### config.mk
export PLATFORM = sky130hd
export DESIGN_NAME = c8_ram
export DESIGN_NICKNAME = d
export VERILOG_FILES = /design/src/c8_ram.sv
export SDC_FILE = /design/constraint.sdc
export NUM_CORES = 1
export LEC_CHECK = 0
export ABC_AREA = 1
export BUFFER_PORTS_ARGS = -buffer_cell sky130_fd_sc_hd__clkbuf_2
export CORE_AREA = 2 2 121 123
export DETAILED_ROUTE_END_ITERATION = 12
export DIE_AREA = 0 0 123 125
export PLACE_DENSITY = 0.67
export SLEW_MARGIN = 25
export SYNTH_ARGS = -nofsm -noshare
export SYNTH_HDL_FRONTEND = slang
export SYNTH_SLANG_ARGS = --single-unit
### constraint.sdc
create_clock -name clk -period 1.2 [get_ports clk]
set_input_delay 0.24 -clock clk [delete_from_list [all_inputs] [get_ports clk]]
set_output_delay 0.24 -clock clk [all_outputs]
set_load 0.005 [all_outputs]
### src/c8_ram.sv
// generic single-write, single-read ram with registered read data
module c8_ram #(
  parameter int WIDTH = 8,
  parameter int DEPTH = 16
) (
  input  logic                     clk,
  input  logic                     we,
  input  logic [$clog2(DEPTH)-1:0] waddr,
  input  logic [WIDTH-1:0]         wdata,
  input  logic [$clog2(DEPTH)-1:0] raddr,
  output logic [WIDTH-1:0]         rdata
);

  logic [WIDTH-1:0] store [DEPTH];

  always_ff @(posedge clk) begin
    if (we) begin
      store[waddr] <= wdata;
    end
    rdata <= store[raddr];
  end

endmodule

==> results of run 1 <==
[kinds of logic after synthesis]
group | share of synthesized area [%]
simple gates | 21.05
flops | 69.43
buf+inv | 9.525
[routing by layer]
layer | vias to the layer above | share of wire (%)
li1 | 1892 | -
met1 | 1868 | 43
met2 | 156 | 49
met3 | 21 | 6.1
met4 | 0 | 2.2
met5 | - | 0
[state kept, by name (all words and copies together) (netlist names)]
signal	cells
rdata	8
store	128
[worst max path at each step]
stage,end,depth (start not counted)
after floorplan,store[4][0],2
after global placement,rdata[7],8
after detailed placement,rdata[6],9
after CTS,rdata[1],1
after global routing,rdata[1],1
final,rdata[1],1
[power groups by stage]
stage          sequential [uW]  clock, uW  combinational (uW)
3_3_place_gp              5440          0                 682
5_1_grt                   5350       5170                 776
3_5_place_dp              5440          0                 692
4_1_cts                   5350       4970                 699
6_report                  5350       4920                 697
2_1_floorplan             5440          0                 375
[stage by stage]
| stage | hold WS (ns) | util [%] | power, uW |
|---|---|---|---|
| final | 0.2469 | 48.32 | 10960 |
| after global placement | 0.6171 | 44.38 | 6124 |
| after CTS | 0.2364 | 48.32 | 11020 |
| after floorplan | 0.3389 | - | 5812 |
| after global routing | 0.2657 | 48.32 | 11300 |
| after detailed placement | 0.6153 | 44.38 | 6136 |
[cell usage in the layout (no fill, tap or decap)]
cell type	synthesis	final
nand2_1	173	173
edfxtp_1	128	128
inv_1	100	100
nand3_1	97	97
buf_4	4	33
clkbuf_2	0	25
nor2_1	17	17
clkbuf_16	0	17
dfxtp_1	8	8
clkinv_2	0	6
buf_12	0	5
clkbuf_1	0	4
inv_2	2	2
nand3b_1	2	2
bufinv_16	0	2
clkinvlp_4	0	2
clkbuf_8	0	1
[final cells by class]
cell class | instances | area, um2 | area share (%)
flip-flops and latches | 136 | 4004 | 58.34
well taps | 184 | 230.2 | 3.355
repair buffers | 63 | 473.0 | 6.892
multi-input cells | 289 | 1214 | 17.68
inverters | 102 | 382.9 | 5.579
clock buffers | 22 | 454.2 | 6.618
clock inverters | 10 | 105.1 | 1.531
==> qor.csv, run 1 <==
stage,metric,value,unit
worst_setup_path,cpMaxStageDelayCell,dfxtp_1,
sta,min_period,1.136,ns
logic_synthesis,netlist_instances,551,
clocking,cts.sinks,136,
clocking,cts_tree,done,
logic_synthesis,syn_area,5767,um2
sta,clock_skew,0.009193,ns
die,fp.dieW,123,um
sta,finalCritPeriodShare,94.70,%
die,ios,26,
logic_synthesis,seq_area_frac_synth,69.43,%
grt,use_met1,24.59,%
pwr,p_switching,2320,uW
place,hpwlAfterDp,8809,um
worst_setup_path,crit_buf_inv,1,
logic_synthesis,synth_seq_cells,136,
logic_synthesis,postSynthAreaPerCell,10.47,um2
logic_synthesis,async_reset_ff_share,0,%
logic_synthesis,synth_cell_types,12,
layout,nFillCells,1262,
worst_setup_path,r2r_end,rdata[5],
grt,grt_use_total,18.73,%
clocking,cts.path.max_buffers,2,
grt,grt_start_max_net_pins,27,
pwr,power_leakage,0.003008,uW
layout,finalNetCount,627,
clocking,cts_buffers,17,
place,port_buffers,25,
pwr,p_clk_share,44.9,%
grt,grt_pass1_wl,21160,um
logic_synthesis,synth-edff-count,128,
grt,grt.met3_usage,4.243,%
min_path,hold_depth,3,
logic_synthesis,synth_top_area_cell,edfxtp_1,
pwr,power.density,1597,nW/um2
grt,grt_overflow,0,
drt,drt-total-wl,13260,um
drt,dr.pass1.iters,4,
die,die-area,15380,um2
worst_setup_path,crit_chain,clkbuf_2,
min_path,holdPathEnd,rdata[7],
worst_setup_path,path_delay_family,flip-flops,
drt,wl_per_cell,16.45,um
grt,met2_usage,29.83,%
layout,drive_above_1_share,14.95,%
sta,hold_viol_final,0,
min_path,min_from,raddr[3],
clocking,post_cts_resized,0,
drt,drc,0,
worst_setup_path,cpPeakStageDelay,0.36,ns
worst_setup_path,rr_startpoint,store[4][5],
pwr,netSwitchingFraction,21.17,%
sta,setup_slack,0.06361,ns
place,placed_cell_area,6304,um2
clocking,h-tree-depth,4,
die,fp.dieH,125,um
die,core,14200,um2
pwr,internal_power,8640,uW
run_status,status,completed,
worst_setup_path,r2r_cells,6,
clocking,clkLatencyLatePin,0.42,ns
sta,max_clock_freq,880.0,MHz
die,rows,44,
sta,worstMarginPinSlew,0.4100,ns
clocking,clkSlewWorstSetupHoldPaths,0.06,ns
sta,setup_tns,0,ns
logic_synthesis,synthTopCellsByArea,"edfxtp_1 (67%), nand2_1 (11%), nand3_1 (8.4%)",
logic_synthesis,synth_commonest_cells,"nand2_1 (173), edfxtp_1 (128), inv_1 (100)",
logic_synthesis,synth_top_area_share,66.65,%
layout,antenna_cells,0,
grt,top_usage_layer,met2,
pwr,comb_power_share,6.4,%
clocking,clockRootBuffer,clkbuf_16,
place,gp_congestion,0.8582,
worst_setup_path,critPathLaunchType,flop,
sta,finalSetupViolCount,0,
pwr,peakVddDrop,0.8889,mV
sta,slew_viol_final,0,
worst_setup_path,endpoint_kind,primary output,
grt,antenna_found_initial,0,
min_path,hold_path.class,in2reg,
logic_synthesis,yosysMostFrequentCell,nand2_1,
logic_synthesis,yosys_most_used_dff,edfxtp_1,
sta,slew_headroom,72.67,%
pwr,seq_power_share,48.8,%
job,drv_cap,0,
clocking,cts_setup_buffers,0,
worst_setup_path,cp_max_fo,1,
worst_setup_path,crit_path_start,rdata[1],
worst_setup_path,cp.arrival,0.90,ns
logic_synthesis,syn_nets,569,
worst_setup_path,criticalPathCategory,reg2out,
die,initial_core_util,40.60,%
drt,avgViaCountPerCell,4.885,
layout,fin_cells,806,
layout,layout-area-overhead-vs-synth,19.01,%
worst_setup_path,ff2ff_setup_slack,0.17,ns
drt,dr_total_vias,3937,
logic_synthesis,yosys_warnings,0,
sta,rsz0062_at_grt,no,
place,dp_cells,774,
layout,postLayoutCellArea,6863,um2
clocking,ctsHoldBuffers,0,
drt,drtIter0Drc,413,
place,dp_slack,-0.09359,ns
worst_setup_path,crit_required,0.96,ns
drt,detail-route-antenna-nets,0,
grt,grt_pass1_vias,3979,
Note: power is estimated with default switching activity, not from simulation.
==> run 2, diff against run 1 <==
--- a/config.mk
+++ b/config.mk
@@ -7,10 +7,9 @@
 export LEC_CHECK = 0
 export ABC_AREA = 1
 export BUFFER_PORTS_ARGS = -buffer_cell sky130_fd_sc_hd__clkbuf_2
-export CORE_AREA = 2 2 121 123
+export CORE_AREA = 2 2 124 126
 export DETAILED_ROUTE_END_ITERATION = 12
-export DIE_AREA = 0 0 123 125
-export PLACE_DENSITY = 0.67
+export DIE_AREA = 0 0 126 128
 export SLEW_MARGIN = 25
 export SYNTH_ARGS = -nofsm -noshare
 export SYNTH_HDL_FRONTEND = slang
==> qor.csv, run 2 (synthesis gave the netlist of run 1 again) <==
stage,metric,value,unit
layout,finalNetCount,615,
sta,slew_viol_final,0,
drt,dr_total_vias,3852,
pwr,p_switching,2250,uW
pwr,peakVddDrop,1.030,mV
drt,drtIter0Drc,440,
clocking,cts_tree,done,
grt,grt_pass1_vias,3720,
clocking,ctsHoldBuffers,0,
worst_setup_path,criticalPathCategory,reg2out,
die,core,14860,um2
clocking,clockRootBuffer,clkbuf_16,
die,fp.dieW,126,um
layout,final_common_cell,nand2_1,
pwr,comb_power_share,6.4,%
clocking,clkLatencyLatePin,0.41,ns
sta,clock_skew,0.01053,ns
clocking,h-tree-depth,4,
run_status,status,completed,
worst_setup_path,crit_buf_inv,1,
layout,nFillCells,1381,
worst_setup_path,crit_required,0.96,ns
layout,multi_input_area,1214,um2
drt,detail-route-antenna-nets,0,
worst_setup_path,path_delay_family,flip-flops,
grt,grt_start_max_net_pins,65,
layout,largest_reg_flops,128,
layout,sequential_cell_area,4004,um2
pwr,seq_power_share,50.1,%
layout,mostFrequentLayoutCells,"nand2_1 (173), edfxtp_1 (128), inv_1 (100)",
drt,avgViaCountPerCell,4.833,
grt,antenna_found_initial,0,
pwr,power_leakage,0.002949,uW
layout,largest-register,store,
sta,slew_headroom,67.41,%
sta,setup_tns,0,ns
worst_setup_path,critPathLaunchType,flop,
layout,final_util,45.51,%
drt,drc,0,
pwr,power.density,1579,nW/um2
worst_setup_path,crit_chain,clkbuf_2,
sta,finalCritPeriodShare,92.78,%
grt,grt_overflow,0,
drt,drt-total-wl,13000,um
die,initial_core_util,38.80,%
grt,grt_pass1_wl,20420,um
worst_setup_path,cp.arrival,0.87,ns
pwr,internal_power,8427,uW
drt,wl_per_cell,16.31,um
die,fp.dieH,128,um
sta,min_period,1.113,ns
clocking,cts.sinks,136,
clocking,clkSlewWorstSetupHoldPaths,0.05,ns
layout,layout-area-overhead-vs-synth,17.29,%
job,drv_cap,0,
worst_setup_path,cp_max_fo,1,
sta,max_clock_freq,898.2,MHz
place,hpwlAfterDp,7946,um
die,die-area,16130,um2
worst_setup_path,endpoint_kind,primary output,
pwr,p_clk_share,43.5,%
die,ios,26,
grt,grt_use_total,16.90,%
place,port_buffers,25,
worst_setup_path,cpMaxStageDelayCell,dfxtp_1,
clocking,cts_buffers,17,
clocking,post_cts_resized,0,
layout,drive_above_1_share,12.97,%
sta,rsz0062_at_grt,no,
layout,antenna_cells,0,
layout,top_regs,"store: 128 flops, rdata: 8 flops",
sta,finalSetupViolCount,0,
pwr,netSwitchingFraction,21.08,%
sta,worstMarginPinSlew,0.4889,ns
drt,dr.pass1.iters,5,
min_path,hold_path.class,in2reg,
worst_setup_path,cpPeakStageDelay,0.35,ns
clocking,cts_setup_buffers,0,
die,rows,45,
clocking,cts.path.max_buffers,2,
place,gp_congestion,0.8070,
sta,hold_viol_final,0,
[run 2: cell types whose count changed in the layout (fill, tap and decap cells not counted)]
cell	change
clkinvlp_4	-2
clkinv_2	-2
bufinv_16	-2
buf_12	+1
clkbuf_8	+4
clkbuf_1	+1
buf_4	-13
[run 2: path summary, 6_finish.rpt]
check | startpoint | end | slack (ns) | cells after the start
worst max-delay path | rdata[4] | rdata[4] | 0.09 | 1
worst min-delay path | raddr[3] | rdata[2] | 0.17 | 3
worst max register to register | store[7][5] | rdata[5] | 0.16 | 6
worst min register to register | store[12][2] | rdata[2] | 0.66 | 6
[run 2: metal layers]
layer / track usage (%) / wire length, um / up-vias
met2: 27.83 / 6465 / 99
li1: - / - / 1862
met1: 22.27 / 5838 / 1877
met3: 3.464 / 515 / 14
met5: 0 / 0 / -
met4: 6.206 / 178 / 0
[run 2: cell type report]
cell class	instances	share of cell area (%)
repair buffers	51	5.845
clock inverters	4	0.2960
clock buffers	27	7.584
flip-flops and latches	136	59.19
well taps	188	3.478
inverters	102	5.660
multi-input cells	289	17.94
[run 2: worst reg2reg max path, stage by stage, from the launching register on]
cell	delay [ns]
edfxtp_1	0.36
inv_1	0.06
nand2_1	0.04
nand3_1	0.09
nand3_1	0.11
nand3_1	0.15
nand2_1	0.09
[run 2: through the flow]
stage	power (uW)	cell area, um2	worst slack [ns]	std cells	hold slack [ns]
2_1_floorplan	5812	5767	0.009155	551	0.3389
3_3_place_gp	6115	6231	-0.1246	766	0.5650
3_5_place_dp	6128	6231	-0.1360	766	0.5781
4_1_cts	10760	6764	0.05458	797	0.1478
5_1_grt	11060	6764	0.04619	797	0.1890
6_report	10680	6764	0.08668	797	0.1700
[run 2: power groups by stage]
| stage | Clock, uW | Combinational (uW) | Sequential, uW |
|---|---|---|---|
| after floorplan | 0 | 375 | 5440 |
| after global placement | 0 | 676 | 5440 |
| after detailed placement | 0 | 686 | 5440 |
| after CTS | 4730 | 691 | 5350 |
| after global routing | 4950 | 761 | 5350 |
| final | 4650 | 682 | 5350 |
