$ cat config.mk
export PLATFORM = sky130hd
export DESIGN_NAME = c8_alu
export DESIGN_NICKNAME = d
export VERILOG_FILES = /design/src/c8_pkg.sv /design/src/c8_alu.sv
export SDC_FILE = /design/constraint.sdc
export NUM_CORES = 1
export LEC_CHECK = 0
export ABC_CLOCK_PERIOD_IN_PS = 2100
export BUFFER_PORTS_ARGS = -buffer_cell sky130_fd_sc_hd__buf_2
export CAP_MARGIN = 15
export CORE_ASPECT_RATIO = 0.5
export CORE_MARGIN = 2
export CORE_UTILIZATION = 54
export DETAILED_ROUTE_END_ITERATION = 10
export PLACE_DENSITY = 0.78
export SYNTH_ARGS = -nofsm -noshare
export SYNTH_HDL_FRONTEND = slang
export SYNTH_SLANG_ARGS = --single-unit
export TNS_END_PERCENT = 50
$ cat constraint.sdc
create_clock -name vclk -period 2.1
set_input_delay 0.21 -clock vclk [all_inputs]
set_output_delay 0.21 -clock vclk [all_outputs]
set_load 0.01 [all_outputs]
$ cat src/c8_pkg.sv
// shared constants, types and a helper function for the chip-8 core
package c8_pkg;

  localparam int MEMORY_BYTES  = 4096;
  localparam int SCREEN_WIDTH  = 64;
  localparam int SCREEN_HEIGHT = 32;
  localparam int STACK_DEPTH   = 16;
  localparam int NUM_REGS      = 16;

  localparam logic [11:0] PROGRAM_BASE = 12'h200;
  localparam logic [11:0] FONT_BASE    = 12'h050;
  localparam int          FONT_BYTES   = 80;

  // command codes
  localparam logic [1:0] CMD_WRITE = 2'd0;
  localparam logic [1:0] CMD_EXEC  = 2'd1;
  localparam logic [1:0] CMD_READ  = 2'd2;

  // opcode groups, top nibble
  localparam logic [3:0] OPC_SYS    = 4'h0;
  localparam logic [3:0] OPC_JP     = 4'h1;
  localparam logic [3:0] OPC_CALL   = 4'h2;
  localparam logic [3:0] OPC_SE_I   = 4'h3;
  localparam logic [3:0] OPC_SNE_I  = 4'h4;
  localparam logic [3:0] OPC_SE_R   = 4'h5;
  localparam logic [3:0] OPC_LD_I   = 4'h6;
  localparam logic [3:0] OPC_ADD_I  = 4'h7;
  localparam logic [3:0] OPC_ALU    = 4'h8;
  localparam logic [3:0] OPC_SNE_R  = 4'h9;
  localparam logic [3:0] OPC_LD_IDX = 4'hA;
  localparam logic [3:0] OPC_JP_V0  = 4'hB;
  localparam logic [3:0] OPC_RND    = 4'hC;
  localparam logic [3:0] OPC_DRW    = 4'hD;
  localparam logic [3:0] OPC_KEY    = 4'hE;
  localparam logic [3:0] OPC_MISC   = 4'hF;

  localparam logic [15:0] W_CLS = 16'h00E0;
  localparam logic [15:0] W_RET = 16'h00EE;

  // register-register operations, low nibble
  localparam logic [3:0] N_MOV  = 4'h0;
  localparam logic [3:0] N_OR   = 4'h1;
  localparam logic [3:0] N_AND  = 4'h2;
  localparam logic [3:0] N_XOR  = 4'h3;
  localparam logic [3:0] N_ADD  = 4'h4;
  localparam logic [3:0] N_SUB  = 4'h5;
  localparam logic [3:0] N_SHR  = 4'h6;
  localparam logic [3:0] N_SUBN = 4'h7;
  localparam logic [3:0] N_SHL  = 4'hE;

  localparam logic [7:0] K_SKP  = 8'h9E;
  localparam logic [7:0] K_SKNP = 8'hA1;

  localparam logic [7:0] F_GDT  = 8'h07;
  localparam logic [7:0] F_WK   = 8'h0A;
  localparam logic [7:0] F_SDT  = 8'h15;
  localparam logic [7:0] F_SST  = 8'h18;
  localparam logic [7:0] F_ADDI = 8'h1E;
  localparam logic [7:0] F_FONT = 8'h29;
  localparam logic [7:0] F_BCD  = 8'h33;
  localparam logic [7:0] F_STR  = 8'h55;
  localparam logic [7:0] F_LDR  = 8'h65;

  localparam logic [3:0] FLAG_REG = 4'hF;

  localparam logic [7:0] FONT [FONT_BYTES] = '{
    8'hF0, 8'h90, 8'h90, 8'h90, 8'hF0, 8'h20, 8'h60, 8'h20, 8'h20, 8'h70,
    8'hF0, 8'h10, 8'hF0, 8'h80, 8'hF0, 8'hF0, 8'h10, 8'hF0, 8'h10, 8'hF0,
    8'h90, 8'h90, 8'hF0, 8'h10, 8'h10, 8'hF0, 8'h80, 8'hF0, 8'h10, 8'hF0,
    8'hF0, 8'h80, 8'hF0, 8'h90, 8'hF0, 8'hF0, 8'h10, 8'h20, 8'h40, 8'h40,
    8'hF0, 8'h90, 8'hF0, 8'h90, 8'hF0, 8'hF0, 8'h90, 8'hF0, 8'h10, 8'hF0,
    8'hF0, 8'h90, 8'hF0, 8'h90, 8'h90, 8'hE0, 8'h90, 8'hE0, 8'h90, 8'hE0,
    8'hF0, 8'h80, 8'h80, 8'h80, 8'hF0, 8'hE0, 8'h90, 8'h90, 8'h90, 8'hE0,
    8'hF0, 8'h80, 8'hF0, 8'h80, 8'hF0, 8'hF0, 8'h80, 8'hF0, 8'h80, 8'h80
  };

  typedef enum logic [3:0] {
    ALU_PASS, ALU_OR, ALU_AND, ALU_XOR, ALU_ADD,
    ALU_SUB, ALU_SUBN, ALU_SHR, ALU_SHL
  } alu_fn_t;

  typedef struct packed {
    alu_fn_t    fn;
    logic [7:0] a;
    logic [7:0] b;
  } alu_req_t;

  typedef struct packed {
    logic [7:0] res;
    logic [7:0] flag;
  } alu_rsp_t;

  typedef struct packed {
    logic [3:0] hundreds;
    logic [3:0] tens;
    logic [3:0] units;
  } bcd_t;

  // tens digit by reciprocal multiply, valid for remainders below 100
  function automatic bcd_t to_bcd(input logic [7:0] v);
    logic [1:0]  h;
    logic [7:0]  r;
    logic [15:0] p;
    logic [3:0]  t;
    bcd_t        d;
    h = (v >= 8'd200) ? 2'd2 : ((v >= 8'd100) ? 2'd1 : 2'd0);
    r = v - 8'(h) * 8'd100;
    p = 16'(r) * 16'd205;
    t = p[14:11];
    d.hundreds = {2'b00, h};
    d.tens     = t;
    d.units    = 4'(r - 8'(t) * 8'd10);
    return d;
  endfunction

endpackage

$ cat src/c8_alu.sv
// shared 8-bit arithmetic and logic unit with flag output
module c8_alu (
  input  c8_pkg::alu_req_t req,
  output c8_pkg::alu_rsp_t rsp
);

  logic [8:0] sum;

  assign sum = {1'b0, req.a} + {1'b0, req.b};

  always_comb begin
    rsp = '0;
    unique case (req.fn)
      c8_pkg::ALU_PASS: rsp.res = req.b;
      c8_pkg::ALU_OR:   rsp.res = req.a | req.b;
      c8_pkg::ALU_AND:  rsp.res = req.a & req.b;
      c8_pkg::ALU_XOR:  rsp.res = req.a ^ req.b;
      c8_pkg::ALU_ADD: begin
        rsp.res  = sum[7:0];
        rsp.flag = {7'd0, sum[8]};
      end
      c8_pkg::ALU_SUB: begin
        rsp.res  = req.a - req.b;
        rsp.flag = {7'd0, req.a > req.b};
      end
      c8_pkg::ALU_SUBN: begin
        rsp.res  = req.b - req.a;
        rsp.flag = {7'd0, req.b > req.a};
      end
      c8_pkg::ALU_SHR: begin
        rsp.res  = {1'b0, req.a[7:1]};
        rsp.flag = {7'd0, req.a[0]};
      end
      c8_pkg::ALU_SHL: begin
        rsp.res  = {req.a[6:0], 1'b0};
        rsp.flag = {7'd0, req.a[7]};
      end
      default: rsp = '0;
    endcase
  end

endmodule

==> results of run 1 <==
[power by group through the flow]
stage | Sequential [mW] | Clock, mW | Combinational (mW)
4_1_cts | 0 | 0 | 0.693
3_5_place_dp | 0 | 0 | 0.589
2_1_floorplan | 0 | 0 | 0.342
3_3_place_gp | 0 | 0 | 0.570
6_report | 0 | 0 | 0.790
5_1_grt | 0 | 0 | 0.828
[metrics by stage]
| step | TNS, ns | worst slack (ns) | hold WS (ns) |
|---|---|---|---|
| finish | -1.467 | -0.3725 | 0.8488 |
| CTS | -0.7576 | -0.3798 | 0.8412 |
| detailed placement | -1.927 | -0.5056 | 0.8297 |
| global route | -1.948 | -0.3912 | 0.8718 |
| floorplan | 0 | 0.0008313 | 0.5854 |
| global placement | -1.326 | -0.3962 | 0.8230 |
[Yosys cell counts, types with 2 or more instances]
master	n	area, um^2
nand2_1	20	75.07
a32oi_1	2	17.52
o31ai_1	2	15.01
o21bai_1	3	22.52
a222oi_1	2	20.02
ha_1	35	437.9
mux2i_1	5	50.05
buf_2	5	25.02
buf_1	2	7.510
inv_1	27	101.4
o22ai_1	3	18.77
nor2_1	17	63.81
nand2b_1	9	56.30
mux4_2	4	90.09
buf_4	9	67.56
or3_1	4	25.02
nor3_1	3	15.01
a211oi_1	4	30.03
o21a_1	2	15.01
clkbuf_1	7	26.28
a22oi_1	2	15.01
o31a_1	2	17.52
nand3_1	5	25.02
o21ai_0	16	80.08
nor4_1	4	25.02
a31oi_1	3	18.77
o211ai_1	6	45.04
nor2b_1	4	25.02
xnor2_1	4	35.03
nor3b_1	4	30.03
buf_6	2	22.52
a21oi_1	19	95.09
and2_1	2	12.51
fa_1	3	60.06
[tightest hold or removal path, cell delays in order]
cell	delay, ns
buf_2	0.13
a222oi_1	0.09
o21ai_1	0.08
buf_2	0.13
[layer usage]
layer / global-route usage (%) / wire, um / share of wire [%] / vias to the layer above
met4: 19.69 / 506 / 6.3 / 0
met3: 7.065 / 909 / 11 / 78
li1: - / - / - / 1099
met1: 48.97 / 3115 / 39 / 1151
met2: 69.39 / 3548 / 44 / 206
met5: 0 / 0 / 0 / -
[area by class of cell]
cell class                 count  area share (%)
inverter                      29           3.976
timing repair buffer         108           27.87
tap                           42           1.815
multi-input combinational    216           66.34
[layout by cell type, fill, tap and decap left out, drive strengths merged, types with 2 or more instances in the layout]
cell type    n
fa           3
and2         3
o31ai        2
a21oi       20
nand2       20
xnor2        4
a22oi        2
conb         7
nor3         4
nor2b        4
or3          4
a31oi        3
a32oi        2
nor2        17
o21bai       4
mux4         4
o21ai       17
o311ai       2
o21a         2
ha          35
nor3b        5
nor4         4
o22ai        3
nand2b       9
mux2i        5
nand3        5
o211ai       6
inv         27
buf        108
a211oi       4
a222oi       2
o31a         2
[worst paths after layout]
check | end | start | depth (start not counted) | slack [ns]
setup / recovery | rsp[14] | req[8] | 11 | -0.37
hold / removal | rsp[0] | req[15] | 4 | 0.85
[cells by family after synthesis]
logic type	count (synthesis)
muxes	9
other	1
AOI/OAI and AO/OA	77
buffers and inverters	54
xor gates and xnor gates	5
adders and majority gates	38
and+or+nand+nor	80
[repair_timing]
item	CTS	global route
gates cloned	0	0
resized for setup	60	26
setup buffers	8	5
pin swaps	24	19
setup endpoints to repair	8	8
==> flow_summary.ini, run 1 <==
[worst_setup_path]
crit_buf_inv = 3
cp_data_required_time_ns = 1.89
worstSetupPathType = input pin to output pin
cp-end-kind = output pin
crit_arrival_ns = 2.26
cp_max_fo = 3
worstPathCellList = buf_8 > inv_4 > ha_4 > fa_2 > o21bai_4 > a21oi_2 > o21a_1 > nor3_2 > mux2i_1 > or4_4 > buf_6
slowest_delay_ns = 0.52
start_kind = input pin
slowest_stage = or4_4
crit_family = simple AND/OR/NAND/NOR gates

[yosys]
postSynthCellCount = 264
syn_area_per_cell_um2 = 7.114
syn-cell-area_um2 = 1878
synth_compound_area_share_pct = 27.51
seq_area_frac_synth_pct = 0
muxShareOfSynthArea_pct = 7.462
synth_cell_types = 57
synth_warnings = 0
synth_adder_area_share_pct = 26.52
yosys.area_share.simple_pct = 22.25
synth_top_family_by_area = compound AO/OA/AOI/OAI gates
synth_xor_area_share_pct = 2.332

[final_layout]
final_util_pct = 85.70
seq_cell_count = 0
nets = 413
n_antenna_cell = 0
area.growth.synth_to_final_pct = 54.16
stdcell_area_um2 = 2895
regArea_um2 = 0
multiInputGateArea_um2 = 1921
drive_above_1_share_pct = 46.46
fillerInstances = 183
fin_cells = 395
clock_buffers = 0

[placement]
place_area_um2 = 2469
routabilityCongestion = 0.9375
dp_cells = 384
io_buffers = 29
dp_hpwl_um = 5155

[power]
pwr-share-comb_pct = 100.0
p_sw_share_pct = 53.09
power.density_nw_per_um2 = 272.8
fin_total_pwr_mw = 0.7898
ir_drop_mv = 0.1630
p_switching_mw = 0.4193
clockPowerShare_pct = 0
p_int_mw = 0.3705
seqPwrFrac_pct = 0
p_leak_nw = 1.331

[sta]
final_hold_viol_count = 0
fmax_mhz = 404.5
period_minus_slack_ns = 2.472
rsz0062_at_grt = yes
setup-violations-final = 8
slew_viol_final = 0
post-route-period-util_pct = 117.7
layout_setup_ws_ns = -0.3725

[routing]
ant_nets = 0
dr.pass1.iters = 6
wl_um = 8079
num_vias = 2534
first_iter_violations = 287
drc = 0
wl_per_cell_um = 20.45
viasPerCell = 6.415

[die]
core_um2 = 3378
fp.dieH_um = 45.70
io_pins = 36
start_util_pct = 55.59
row_count = 15
dieArea_um2 = 3994
die_width_um = 87.40

[status]
status = finished, violations left
violations = setup timing

[global_route]
grtUsageTotal_pct = 39.93
overflow = 0
antenna_found_initial = 0
grt_pass1_wl_um = 12140
grt_max_degree = 20
grt_pass1_vias = 2421

[min_path]
hold_class = input pin to output pin

[clocking]
postCtsHoldBufs = 0

[flow_run]
maxCapViolCount = 0
(Power assumes the default switching activity.)
==> inputs of run 2 (changes only) <==
--- a/config.mk
+++ b/config.mk
@@ -13,6 +13,7 @@
 export CORE_UTILIZATION = 54
 export DETAILED_ROUTE_END_ITERATION = 10
 export PLACE_DENSITY = 0.78
+export SETUP_SLACK_MARGIN = 0.02
 export SYNTH_ARGS = -nofsm -noshare
 export SYNTH_HDL_FRONTEND = slang
 export SYNTH_SLANG_ARGS = --single-unit
==> run 2 against run 1 <==
  * Count of clock-buffer cells in the layout unchanged
  * Critical endpoint unchanged
  * The run still ends with setup timing left
  * Die area unchanged
  * Via count decreased by 2.2%
  * Largest power group unchanged
==> flow_summary.ini, run 2 (same netlist as run 1, synthesis figures left out) <==
[worst_setup_path]
cp_data_required_time_ns = 1.89
cp-end-kind = output pin
start_kind = input pin
cp_max_fo = 3
crit_arrival_ns = 2.22
worstSetupPathType = input pin to output pin

[final_layout]
stdcell_area_um2 = 2829
fillerInstances = 213
n_antenna_cell = 0
seq_cell_count = 0
area.growth.synth_to_final_pct = 50.63
clock_buffers = 0
layout_common_cells = 70 x buf_4, 25 x ha_1, 25 x buf_2
drive_above_1_share_pct = 44.54
regArea_um2 = 0
final_common_cell = buf_4
nets = 408

[sta]
setup-violations-final = 7
fin_hold_ws_ns = 0.8405
period_minus_slack_ns = 2.432
fmax_mhz = 411.1
rsz0062_at_grt = yes
slew_headroom_pct = 60.45
post-route-period-util_pct = 115.8
fin_setup_tns_ns = -1.079
slew_viol_final = 0
tightest_slew_ns = 0.5887
final_hold_viol_count = 0
layout_setup_ws_ns = -0.3324

[global_route]
grt_pass1_wl_um = 10670
overflow = 0
grtUsageTotal_pct = 35.02
grt_max_degree = 16
grt_pass1_vias = 2224
antenna_found_initial = 0

[power]
p_leak_nw = 1.303
ir_drop_mv = 0.1703
power.density_nw_per_um2 = 267.4
fin_total_pwr_mw = 0.7566

[routing]
wl_um = 7708
num_vias = 2479
viasPerCell = 6.356
dr.pass1.iters = 5
drc = 0
first_iter_violations = 283
wl_per_cell_um = 19.76
ant_nets = 0

[die]
core_um2 = 3378
io_pins = 36
die_width_um = 87.40
start_util_pct = 55.59
row_count = 15
fp.dieH_um = 45.70
dieArea_um2 = 3994

[flow_run]
maxCapViolCount = 0

[placement]
dp_hpwl_um = 5148
io_buffers = 29
routabilityCongestion = 0.9950
dp_slack_ns = -0.4159
place_area_um2 = 2494

[clocking]
postCtsHoldBufs = 0

[min_path]
hold_class = input pin to output pin

[status]
status = finished, violations left
violations = setup timing
==> run 2: final timing paths <==
| path | cells after the start | slack (ns) | startpoint | end |
|---|---|---|---|---|
| min | 4 | 0.84 | req[15] | rsp[0] |
| max | 11 | -0.33 | req[8] | rsp[14] |
==> run 2: final cells by class <==
type | instances | area, um^2 | share of cell area (%)
inverters | 29 | 113.9 | 4.025
repair buffers | 103 | 752.0 | 26.58
multi-input cells | 216 | 1911 | 67.54
well taps | 42 | 52.55 | 1.858
==> run 2: through the flow <==
stage	util [%]	cells
after floorplan	-	270
final	83.74	390
after detailed placement	73.81	386
after global routing	83.74	390
after global placement	73.81	386
after CTS	79.41	389
==> run 2: repair_timing <==
item | CTS | global route
gates resized for setup | 40 | 32
endpoints found under the setup margin | 8 | 8
buffers inserted | 3 | 1
pin swaps | 16 | 14
==> run 2: critical path: stages <==
cell      delay, ns
buf_8          0.08
inv_4          0.03
ha_4           0.15
fa_2           0.37
o21bai_4       0.15
a21oi_2        0.08
o21a_1         0.20
nor3_4         0.17
mux2i_1        0.12
or4_4          0.52
buf_6          0.13
==> run 2: layer usage <==
layer,vias up,GRT usage [%],share of wire (%)
li1,1091,-,-
met1,1139,46.42,39
met2,200,61.52,45
met3,49,4.167,11
met4,0,9.538,4.8
met5,-,0,0
==> run 2: power breakdown <==
part           total (mW)  switching, mW  internal (mW)  leakage, nW
registers               0              0              0            0
clock network           0              0              0            0
logic               0.757          0.400          0.356         1.30
